===== config.mk =====
export PLATFORM = sky130hd
export DESIGN_NAME = multi_server_fifo_dispatcher
export DESIGN_NICKNAME = d
export VERILOG_FILES = /design/src/hw/rtl/msfd_pkg.sv /design/src/hw/rtl/msfd_ctrl.sv /design/src/hw/rtl/msfd_dp.sv /design/src/hw/rtl/multi_server_fifo_dispatcher.sv
export SDC_FILE = /design/constraint.sdc
export NUM_CORES = 1
export LEC_CHECK = 0
export ABC_AREA = 1
export BUFFER_PORTS_ARGS = -buffer_cell sky130_fd_sc_hd__buf_2
export CORE_MARGIN = 4
export CORE_UTILIZATION = 24
export DETAILED_ROUTE_END_ITERATION = 7
export HOLD_SLACK_MARGIN = 0.03
export SLEW_MARGIN = 20
export SYNTH_ARGS = -nofsm -noshare
export SYNTH_HDL_FRONTEND = slang
export SYNTH_HIERARCHICAL = 1
export SYNTH_SLANG_ARGS = --single-unit

===== constraint.sdc =====
create_clock -name clk_i -period 3.55 [get_ports clk_i]
set_clock_uncertainty 0.1 [all_clocks]
set_input_delay 0.71 -clock clk_i [delete_from_list [all_inputs] [get_ports clk_i]]
set_output_delay 0.71 -clock clk_i [all_outputs]
set_load 0.05 [all_outputs]

===== src/hw/rtl/msfd_pkg.sv =====
// ----------------------------------------------------------------------------
// msfd_pkg
// Shared widths, event codes and control structs of the FIFO dispatcher.
// ----------------------------------------------------------------------------
`default_nettype none

package msfd_pkg;

  localparam int unsigned KIND_W    = 3;
  localparam int unsigned SRV_IDX_W = 3;
  localparam int unsigned ID_W      = 16;
  localparam int unsigned QLEN_W    = 5;
  localparam int unsigned TIME_W    = 4;

  typedef enum logic [KIND_W-1:0] {
    EV_ARRIVED  = 3'd0,
    EV_FINISHED = 3'd1,
    EV_STARTED  = 3'd2,
    EV_SUMMARY  = 3'd3,
    EV_DROPPED  = 3'd4
  } event_kind_e;

  // Commands from the sequencer to the datapath. Every emitting command is
  // only raised when the output register can take a new transaction.
  typedef struct packed {
    logic load;     // capture the input transaction
    logic arrive;   // handle the arrival of the tick
    logic check;    // count down the current server
    logic start;    // hand the FIFO head to the current server
    logic summary;  // emit the tick summary
    logic srv_clr;  // restart the server scan at index zero
    logic srv_inc;  // move on to the next server
  } msfd_cmd_t;

  typedef struct packed {
    logic out_free;  // output register empty or being drained
    logic last_srv;  // scan is at the highest server index
  } msfd_status_t;

endpackage : msfd_pkg

`default_nettype wire


===== src/hw/rtl/msfd_ctrl.sv =====
// ----------------------------------------------------------------------------
// msfd_ctrl
// Tick sequencer: arrival, then check and start for each server, then summary.
// ----------------------------------------------------------------------------
`default_nettype none

module msfd_ctrl (
  input  wire logic                  clk_i,
  input  wire logic                  rst_ni,
  input  wire logic                  in_valid_i,
  output logic                       in_ready_o,
  input  wire msfd_pkg::msfd_status_t status_i,
  output msfd_pkg::msfd_cmd_t        cmd_o
);
  import msfd_pkg::*;

  typedef enum logic [4:0] {
    ST_IDLE  = 5'b00001,
    ST_ARR   = 5'b00010,
    ST_CHK   = 5'b00100,
    ST_START = 5'b01000,
    ST_SUM   = 5'b10000
  } state_e;

  state_e state_q, state_d;

  assign in_ready_o = (state_q == ST_IDLE);

  always_comb begin
    state_d = state_q;
    cmd_o   = '0;
    case (state_q)
      ST_IDLE: begin
        if (in_valid_i) begin
          cmd_o.load = 1'b1;
          state_d    = ST_ARR;
        end
      end
      ST_ARR: begin
        if (status_i.out_free) begin
          cmd_o.arrive  = 1'b1;
          cmd_o.srv_clr = 1'b1;
          state_d       = ST_CHK;
        end
      end
      ST_CHK: begin
        if (status_i.out_free) begin
          cmd_o.check = 1'b1;
          state_d     = ST_START;
        end
      end
      ST_START: begin
        if (status_i.out_free) begin
          cmd_o.start = 1'b1;
          if (status_i.last_srv) begin
            state_d = ST_SUM;
          end else begin
            cmd_o.srv_inc = 1'b1;
            state_d       = ST_CHK;
          end
        end
      end
      ST_SUM: begin
        if (status_i.out_free) begin
          cmd_o.summary = 1'b1;
          state_d       = ST_IDLE;
        end
      end
      default: begin
        state_d = ST_IDLE;
      end
    endcase
  end

  always_ff @(posedge clk_i or negedge rst_ni) begin
    if (!rst_ni) begin
      state_q <= ST_IDLE;
    end else begin
      state_q <= state_d;
    end
  end

endmodule : msfd_ctrl

`default_nettype wire


===== src/hw/rtl/msfd_dp.sv =====
// ----------------------------------------------------------------------------
// msfd_dp
// Datapath: waiting-job FIFO memory, server registers, counters and the
// registered output stage.
// ----------------------------------------------------------------------------
`default_nettype none

module msfd_dp #(
  parameter int unsigned NUM_SERVERS = 3,
  parameter int unsigned QUEUE_DEPTH = 16
) (
  input  wire logic                              clk_i,
  input  wire logic                              rst_ni,
  input  wire msfd_pkg::msfd_cmd_t               cmd_i,
  output msfd_pkg::msfd_status_t                 status_o,
  input  wire logic                              arrival_i,
  input  wire logic [msfd_pkg::TIME_W-1:0]       service_time_i,
  output logic                                   out_valid_o,
  input  wire logic                              out_ready_i,
  output logic [msfd_pkg::KIND_W-1:0]            event_kind_o,
  output logic [msfd_pkg::SRV_IDX_W-1:0]         server_index_o,
  output logic [msfd_pkg::ID_W-1:0]              job_id_o,
  output logic [msfd_pkg::QLEN_W-1:0]            queue_length_o,
  output logic [msfd_pkg::ID_W-1:0]              served_total_o,
  output logic                                   last_o
);
  import msfd_pkg::*;

  localparam int unsigned PTR_W  = $clog2(QUEUE_DEPTH);
  localparam int unsigned CNT_W  = $clog2(QUEUE_DEPTH + 1);
  localparam int unsigned SRV_AW = (NUM_SERVERS > 1) ? $clog2(NUM_SERVERS) : 1;

  // Captured input transaction.
  logic              arr_q;
  logic [TIME_W-1:0] time_q;

  // FIFO storage, no reset: only written entries are ever read.
  logic [ID_W-1:0]   mem_id   [QUEUE_DEPTH];
  logic [TIME_W-1:0] mem_time [QUEUE_DEPTH];
  logic [ID_W-1:0]   rd_id_q;
  logic [TIME_W-1:0] rd_time_q;

  logic [PTR_W-1:0]  head_q, tail_q;
  logic [CNT_W-1:0]  cnt_q, cnt_d;
  logic [ID_W-1:0]   next_id_q, served_q, served_d;
  logic [SRV_AW-1:0] srv_q;
  logic [TIME_W-1:0] rem_q [NUM_SERVERS];
  logic [ID_W-1:0]   job_q [NUM_SERVERS];

  logic              full;
  logic              wr_en;
  logic [ID_W-1:0]   id_inc;
  logic [TIME_W-1:0] time_eff;
  logic              do_finish, do_start, emit;
  logic [KIND_W-1:0] kind_d;
  logic [ID_W-1:0]   job_d;
  logic              last_d;
  logic [SRV_IDX_W+SRV_AW-1:0] srv_ext;
  logic [QLEN_W+CNT_W-1:0]     qlen_ext;

  // Output register.
  logic                 out_valid_q;
  logic [KIND_W-1:0]    kind_q;
  logic [SRV_IDX_W-1:0] srv_out_q;
  logic [ID_W-1:0]      job_out_q;
  logic [QLEN_W-1:0]    qlen_q;
  logic [ID_W-1:0]      served_out_q;
  logic                 last_q;

  assign status_o.out_free = !out_valid_q || out_ready_i;
  assign status_o.last_srv = (srv_q == SRV_AW'(NUM_SERVERS - 1));

  assign full     = (cnt_q == CNT_W'(QUEUE_DEPTH));
  assign id_inc   = next_id_q + 1'b1;
  assign time_eff = (time_q == '0) ? TIME_W'(1) : time_q;
  assign wr_en    = cmd_i.arrive && arr_q && !full;

  // A finish is a countdown from one; the start sees the updated count.
  assign do_finish = cmd_i.check && (rem_q[srv_q] == TIME_W'(1));
  assign do_start  = cmd_i.start && (rem_q[srv_q] == '0) && (cnt_q != '0);

  assign emit = (cmd_i.arrive && arr_q) || do_finish || do_start || cmd_i.summary;

  always_comb begin
    cnt_d    = cnt_q;
    served_d = served_q;
    kind_d   = EV_SUMMARY;
    job_d    = '0;
    last_d   = 1'b0;
    if (cmd_i.arrive) begin
      kind_d = full ? EV_DROPPED : EV_ARRIVED;
      job_d  = id_inc;
      if (!full && arr_q) begin
        cnt_d = cnt_q + 1'b1;
      end
    end else if (do_finish) begin
      kind_d   = EV_FINISHED;
      job_d    = job_q[srv_q];
      served_d = served_q + 1'b1;
    end else if (do_start) begin
      kind_d = EV_STARTED;
      job_d  = rd_id_q;
      cnt_d  = cnt_q - 1'b1;
    end else if (cmd_i.summary) begin
      last_d = 1'b1;
    end
  end

  // Only finished and started events carry a server index.
  assign srv_ext  = (do_finish || do_start) ? {{SRV_IDX_W{1'b0}}, srv_q} : '0;
  assign qlen_ext = {{QLEN_W{1'b0}}, cnt_d};

  always_ff @(posedge clk_i) begin
    if (wr_en) begin
      mem_id[tail_q]   <= id_inc;
      mem_time[tail_q] <= time_eff;
    end
    rd_id_q   <= mem_id[head_q];
    rd_time_q <= mem_time[head_q];
  end

  always_ff @(posedge clk_i) begin
    if (cmd_i.load) begin
      arr_q  <= arrival_i;
      time_q <= service_time_i;
    end
    if (emit) begin
      kind_q       <= kind_d;
      srv_out_q    <= srv_ext[SRV_IDX_W-1:0];
      job_out_q    <= job_d;
      qlen_q       <= qlen_ext[QLEN_W-1:0];
      served_out_q <= served_d;
      last_q       <= last_d;
    end
  end

  always_ff @(posedge clk_i or negedge rst_ni) begin
    if (!rst_ni) begin
      head_q      <= '0;
      tail_q      <= '0;
      cnt_q       <= '0;
      next_id_q   <= '0;
      served_q    <= '0;
      srv_q       <= '0;
      out_valid_q <= 1'b0;
      for (int i = 0; i < NUM_SERVERS; i++) begin
        rem_q[i] <= '0;
        job_q[i] <= '0;
      end
    end else begin
      cnt_q    <= cnt_d;
      served_q <= served_d;
      if (emit) begin
        out_valid_q <= 1'b1;
      end else if (out_ready_i) begin
        out_valid_q <= 1'b0;
      end
      if (cmd_i.arrive && arr_q) begin
        next_id_q <= id_inc;
      end
      if (wr_en) begin
        tail_q <= (tail_q == PTR_W'(QUEUE_DEPTH - 1)) ? '0 : tail_q + 1'b1;
      end
      if (cmd_i.srv_clr) begin
        srv_q <= '0;
      end else if (cmd_i.srv_inc) begin
        srv_q <= srv_q + 1'b1;
      end
      if (cmd_i.check && (rem_q[srv_q] != '0)) begin
        rem_q[srv_q] <= rem_q[srv_q] - 1'b1;
      end
      if (do_finish) begin
        job_q[srv_q] <= '0;
      end
      if (do_start) begin
        rem_q[srv_q] <= rd_time_q;
        job_q[srv_q] <= rd_id_q;
        head_q <= (head_q == PTR_W'(QUEUE_DEPTH - 1)) ? '0 : head_q + 1'b1;
      end
    end
  end

  assign out_valid_o    = out_valid_q;
  assign event_kind_o   = kind_q;
  assign server_index_o = srv_out_q;
  assign job_id_o       = job_out_q;
  assign queue_length_o = qlen_q;
  assign served_total_o = served_out_q;
  assign last_o         = last_q;

endmodule : msfd_dp

`default_nettype wire


===== src/hw/rtl/multi_server_fifo_dispatcher.sv =====
// ----------------------------------------------------------------------------
// multi_server_fifo_dispatcher
// Tick-driven queue with a FIFO of waiting jobs and several servers.
// ----------------------------------------------------------------------------
// A tick runs from acceptance through the arrival step to the summary event,
// with the sequencer visiting each server in two steps, check and start.
// The next tick is accepted in the cycle after the summary enters the output
// register; a new tick is not taken before the last one is through.
// An arrival event is registered in the arrival step that follows acceptance.
// Output stalls hold the sequencer. Reset clears pointers, counters and servers
// at once; the FIFO storage has no reset and needs no clearing pass.
`default_nettype none

module multi_server_fifo_dispatcher #(
  parameter int unsigned NUM_SERVERS = 3,
  parameter int unsigned QUEUE_DEPTH = 16
) (
  input  wire logic                          clk_i,
  input  wire logic                          rst_ni,
  input  wire logic                          in_valid_i,
  output logic                               in_ready_o,
  input  wire logic                          arrival_i,
  input  wire logic [msfd_pkg::TIME_W-1:0]   service_time_i,
  output logic                               out_valid_o,
  input  wire logic                          out_ready_i,
  output logic [msfd_pkg::KIND_W-1:0]        event_kind_o,
  output logic [msfd_pkg::SRV_IDX_W-1:0]     server_index_o,
  output logic [msfd_pkg::ID_W-1:0]          job_id_o,
  output logic [msfd_pkg::QLEN_W-1:0]        queue_length_o,
  output logic [msfd_pkg::ID_W-1:0]          served_total_o,
  output logic                               last_o
);
  import msfd_pkg::*;

  msfd_cmd_t    cmd;
  msfd_status_t status;

  msfd_ctrl u_ctrl (
    .clk_i      (clk_i),
    .rst_ni     (rst_ni),
    .in_valid_i (in_valid_i),
    .in_ready_o (in_ready_o),
    .status_i   (status),
    .cmd_o      (cmd)
  );

  msfd_dp #(
    .NUM_SERVERS (NUM_SERVERS),
    .QUEUE_DEPTH (QUEUE_DEPTH)
  ) u_dp (
    .clk_i          (clk_i),
    .rst_ni         (rst_ni),
    .cmd_i          (cmd),
    .status_o       (status),
    .arrival_i      (arrival_i),
    .service_time_i (service_time_i),
    .out_valid_o    (out_valid_o),
    .out_ready_i    (out_ready_i),
    .event_kind_o   (event_kind_o),
    .server_index_o (server_index_o),
    .job_id_o       (job_id_o),
    .queue_length_o (queue_length_o),
    .served_total_o (served_total_o),
    .last_o         (last_o)
  );

endmodule : multi_server_fifo_dispatcher

`default_nettype wire


==> parameters.txt <==
Parameter                              Value

Global route
  Wire length of the first global-routing pass    approximately 80 mm
  Vias in the first global route    between 10,000 and 15,000
  Routing usage on met1    0.1573
  Most utilized layer in the global route result    met2
  Antenna violations before repair    1
  Largest net degree at the start of global routing    117
  Grt total ovfl    0
  Routing usage on met2    0.1863
  GRT met3 Usage    0.02101
  Overall track demand over capacity in global routing    0.1143

Die
  Top-level port count    55
  Area of the core    around 84,000 sq um
  Chip Width    around 300 um
  Die ar.    approximately 90,000 sq um
  Cell Rows    106
  Effective utilization at floorplan    0.2431
  Height of the die    299.9 um

Power
  Switching Fraction    0.3227
  Power Internal    between 10 and 15 mW
  Sequential power share    0.474
  Reported net switching power    between 5 and 6 mW
  P_leak    a little under 9 nW
  Logic pwr share    0.211
  Total power    approximately 16 mW
  Clock share of power    0.315
  PwrDens    672.6 nW/um^2
  Peak VDD IR    between 0.3 and 0.4 mV

CTS
  Root buf cell    sky130_fd_sc_hd__clkbuf_16
  Setup fix buffers added after clock tree synthesis    0
  Gates resized, CTS repair    0
  TritonCTS clock tree    yes
  Number of buffers created by CTS    51
  H-tree levels    2
  Clock buffer depth    3
  Clock insertion delay at the later pin of the skew report    between 0.6 and 0.7 ns
  Clock slew seen by the registers of the worst setup and hold paths    0.06 ns
  Hold buffer count at CTS    0
  Clock sink total    about 500

STA
  Final Critical Period    approximately 3.1 ns
  Unrepaired setup endpoints after global routing    false
  Part of the cycle the worst path needs    0.8600
  Final number of max-transition violations    0
  Worst relative slew slack    0.3432
  Top achievable clock speed    between 0.3 and 0.4 GHz
  Final Hold Fails    0
  Setup_tns    0 ns
  Endpoints failing setup    0
  Transition at the pin with the smallest max-transition slack    a little under 1 ns

Synthesis
  Most area-consuming cells after synthesis    sky130_fd_sc_hd__edfxtp_1 54%, sky130_fd_sc_hd__dfrtp_1 14%, sky130_fd_sc_hd__nand2_1 5.7%
  Fraction of the yosys area taken by sequential cells    0.6986
  Largest area contributor in the synthesized netlist    sky130_fd_sc_hd__edfxtp_1
  Post-synth EDFFs    368
  Synth top area share    0.5406
  Gate count after technology mapping    around 1,700
  Ys flop type    sky130_fd_sc_hd__edfxtp_1
  Synthesized area    a little over 20,000 sq um
  Mean area per synthesized cell    about 12 sq um
  Number of storage elements in the synthesis netlist    501
  Post-synth net total    about 1,800
  Count of yosys warnings during synthesis    6
  Library cells used by synthesis    43
  Fraction of synthesis flops using an asynchronous set or reset pin    0.2255

Drt
  DRC viols    0
  Final wirelength    ~53 mm
  Routed WL per cell    about 18 um
  Post-DRT Antenna Nets    0
  DR vias/cell    roughly 4.6
  DRT iter0 DRCs    around 1,300
  Routed via count    13,900
  Number of detailed-routing iterations run before antenna repair    5

Worst setup path
  Cell depth of the worst flop-to-flop path    11
  Startpoint kind of the worst setup timing path    register
  Worst path most repeated cell    sky130_fd_sc_hd__inv_1
  Cell with the biggest individual delay on the critical path    sky130_fd_sc_hd__dfrtp_1
  Longest individual stage delay on the worst path    approximately 0.39 ns
  Kind of end point of the critical path    register
  WS Path Type    register to register
  Highest net fanout along the worst path    38
  WP data arrival    3.28 ns
  Required time of the critical path    between 3 and 4 ns
  Worst path cell trace    inv_2 -> nor2_1 -> inv_1 -> o21ai_0 -> inv_1 -> ha_1 -> nand4_4 -> nand2_1 -> nor3_1 -> clkinv_1 -> buf_12

Final layout
  Post-Layout Inst Area    roughly 24,000 sq um
  FILL cells    8,648
  NumNets Final    roughly 1,800
  Final Util    0.2840
  Multi-input gate area in the final layout    between 5000 and 6000 sq um
  ANT cells    0
  Most frequent standard cell in the layout excluding fill and tap cells    sky130_fd_sc_hd__edfxtp_1
  Synth-to-layout area growth    16.82%
  Area taken by flip-flops and latches    about 14,000 sq um
  Most frequent cells in the layout    368 x sky130_fd_sc_hd__edfxtp_1, 310 x sky130_fd_sc_hd__nand2_1, 168 x sky130_fd_sc_hd__o21ai_0
  Ratio of cells with drive above 1 in the final layout    0.1397

Worst hold path
  Min-Delay Path Class    input port to asynchronous set/reset pin

Place
  Detailed placer's ending HPWL    about 33 mm
  Cell Area, Placed    approximately 22,000 sq um
  Port Buf Inserts    between 50 and 60
  Routability congestion estimate    ~0.81

Status
  Run status    completed

Job
  Total of max-cap violations    0
-- power by group through the flow --
stage / registers (mW) / logic (mW) / clock network, mW
floorplan: 7.73 / 1.95 / 0
global placement: 7.71 / 3.29 / 0
detailed placement: 7.73 / 3.37 / 0
CTS: 7.61 / 3.38 / 5.18
global route: 7.65 / 3.73 / 5.41
finish: 7.61 / 3.39 / 5.06
-- cell type report --
| class | count | area share |
|---|---|---|
| clock inverters | 35 | 0.01022 |
| well taps | 1134 | 0.05942 |
| repair buffers | 117 | 0.03448 |
| multi-input cells | 1051 | 0.2263 |
| clock buffers | 60 | 0.05611 |
| flip-flops and latches | 501 | 0.5981 |
| inverters | 97 | 0.01535 |
-- sequential cells by signal, summed over array words and instances (netlist names) --
register,cells
u_dp/mem_id,256
u_dp/srv_q,2
u_dp/rd_id_q,16
u_dp/cnt_q,5
u_dp/job_q,48
u_dp/last_o,1
u_dp/out_valid_o,1
u_dp/queue_length_o,5
u_dp/event_kind_o,3
u_ctrl/state_q,5
u_dp/arr_q,1
u_dp/rem_q,12
u_dp/job_id_o,16
u_dp/time_q,4
u_dp/server_index_o,2
u_dp/served_q,16
u_dp/mem_time,64
u_dp/next_id_q,16
u_dp/rd_time_q,4
u_dp/served_total_o,16
u_dp/tail_q,4
u_dp/head_q,4
-- stage by stage --
step	hold slack (ns)	worst slack [ns]	instances
after floorplan	0.3144	0.01493	1739
after global placement	0.3780	0.3628	2900
after detailed placement	0.3776	0.2418	2900
after CTS	0.1067	0.5182	2995
after global routing	0.1350	0.1955	2995
final	0.08423	0.4969	2995
-- path summary, 6_finish.rpt --
| path | start | endpoint | slack (ns) |
|---|---|---|---|
| max in group asynchronous | rst_ni | u_dp/head_q[0] | 2.45 |
| hold reg to reg | u_dp/served_q[13] | u_dp/served_q[13] | 0.39 |
| setup / recovery | u_dp/srv_q[1] | u_dp/job_id_o[10] | 0.50 |
| min in group clk_i | service_time_i[2] | u_dp/time_q[2] | 0.18 |
| setup reg to reg | u_dp/srv_q[1] | u_dp/job_id_o[10] | 0.50 |
| hold / removal | rst_ni | u_ctrl/state_q[1] | 0.08 |
-- kinds of logic after synthesis --
group / Yosys count / share of synthesized area
compound gates: 364 / 0.1035
fa+ha+maj: 15 / 0.009181
simple gates: 638 / 0.1353
buf+inv: 187 / 0.03917
other cells: 1 / 0.0001834
flops: 501 / 0.6986
xor+xnor: 33 / 0.01414
-- layer usage --
layer | routed length [um] | vias to the layer above | share of wire
met3 | 3893 | 82 | 0.074
met5 | 13 | - | 0.00025
li1 | - | 6339 | -
met1 | 23000 | 6965 | 0.44
met2 | 24930 | 509 | 0.47
met4 | 988 | 2 | 0.019
-- critical path: cells and delay by family, from the launching register on --
kind                       cells  cell delay [ns]
and+or+nand+nor                4             0.92
buffers and inverters          5             0.83
DFF                            1             0.39
adders and majority gates      1             0.28
AOI/OAI and AO/OA              1             0.25
-- cells in the mapped netlist (2+ instances only) --
cell type                   number
sky130_fd_sc_hd__nor2_1        147
sky130_fd_sc_hd__nand4_1        23
sky130_fd_sc_hd__or2_2           3
sky130_fd_sc_hd__ha_1           15
sky130_fd_sc_hd__o21ai_1        37
sky130_fd_sc_hd__clkbuf_1       68
sky130_fd_sc_hd__nor2_2          4
sky130_fd_sc_hd__inv_2           8
sky130_fd_sc_hd__inv_1          88
sky130_fd_sc_hd__xor2_1         25
sky130_fd_sc_hd__dfrtp_1       112
sky130_fd_sc_hd__nand2_1       310
sky130_fd_sc_hd__edfxtp_1      368
sky130_fd_sc_hd__a221oi_1       25
sky130_fd_sc_hd__a2bb2oi_1       6
sky130_fd_sc_hd__o21ai_2        14
sky130_fd_sc_hd__buf_6          10
sky130_fd_sc_hd__a21oi_1        58
sky130_fd_sc_hd__xnor2_1         8
sky130_fd_sc_hd__nand2_4         2
sky130_fd_sc_hd__o211ai_1        7
sky130_fd_sc_hd__buf_2           7
sky130_fd_sc_hd__nor3_1         16
sky130_fd_sc_hd__o221ai_1       16
sky130_fd_sc_hd__nor2_4          6
sky130_fd_sc_hd__o21bai_1        3
sky130_fd_sc_hd__nand3_2         2
sky130_fd_sc_hd__nand2_2         4
sky130_fd_sc_hd__a22oi_1         2
sky130_fd_sc_hd__o21ai_0       168
sky130_fd_sc_hd__nand3_1       116
sky130_fd_sc_hd__buf_4           4
sky130_fd_sc_hd__dfxtp_1        20
sky130_fd_sc_hd__o22ai_1        28
No activity file was read; power rests on OpenSTA's default activity.
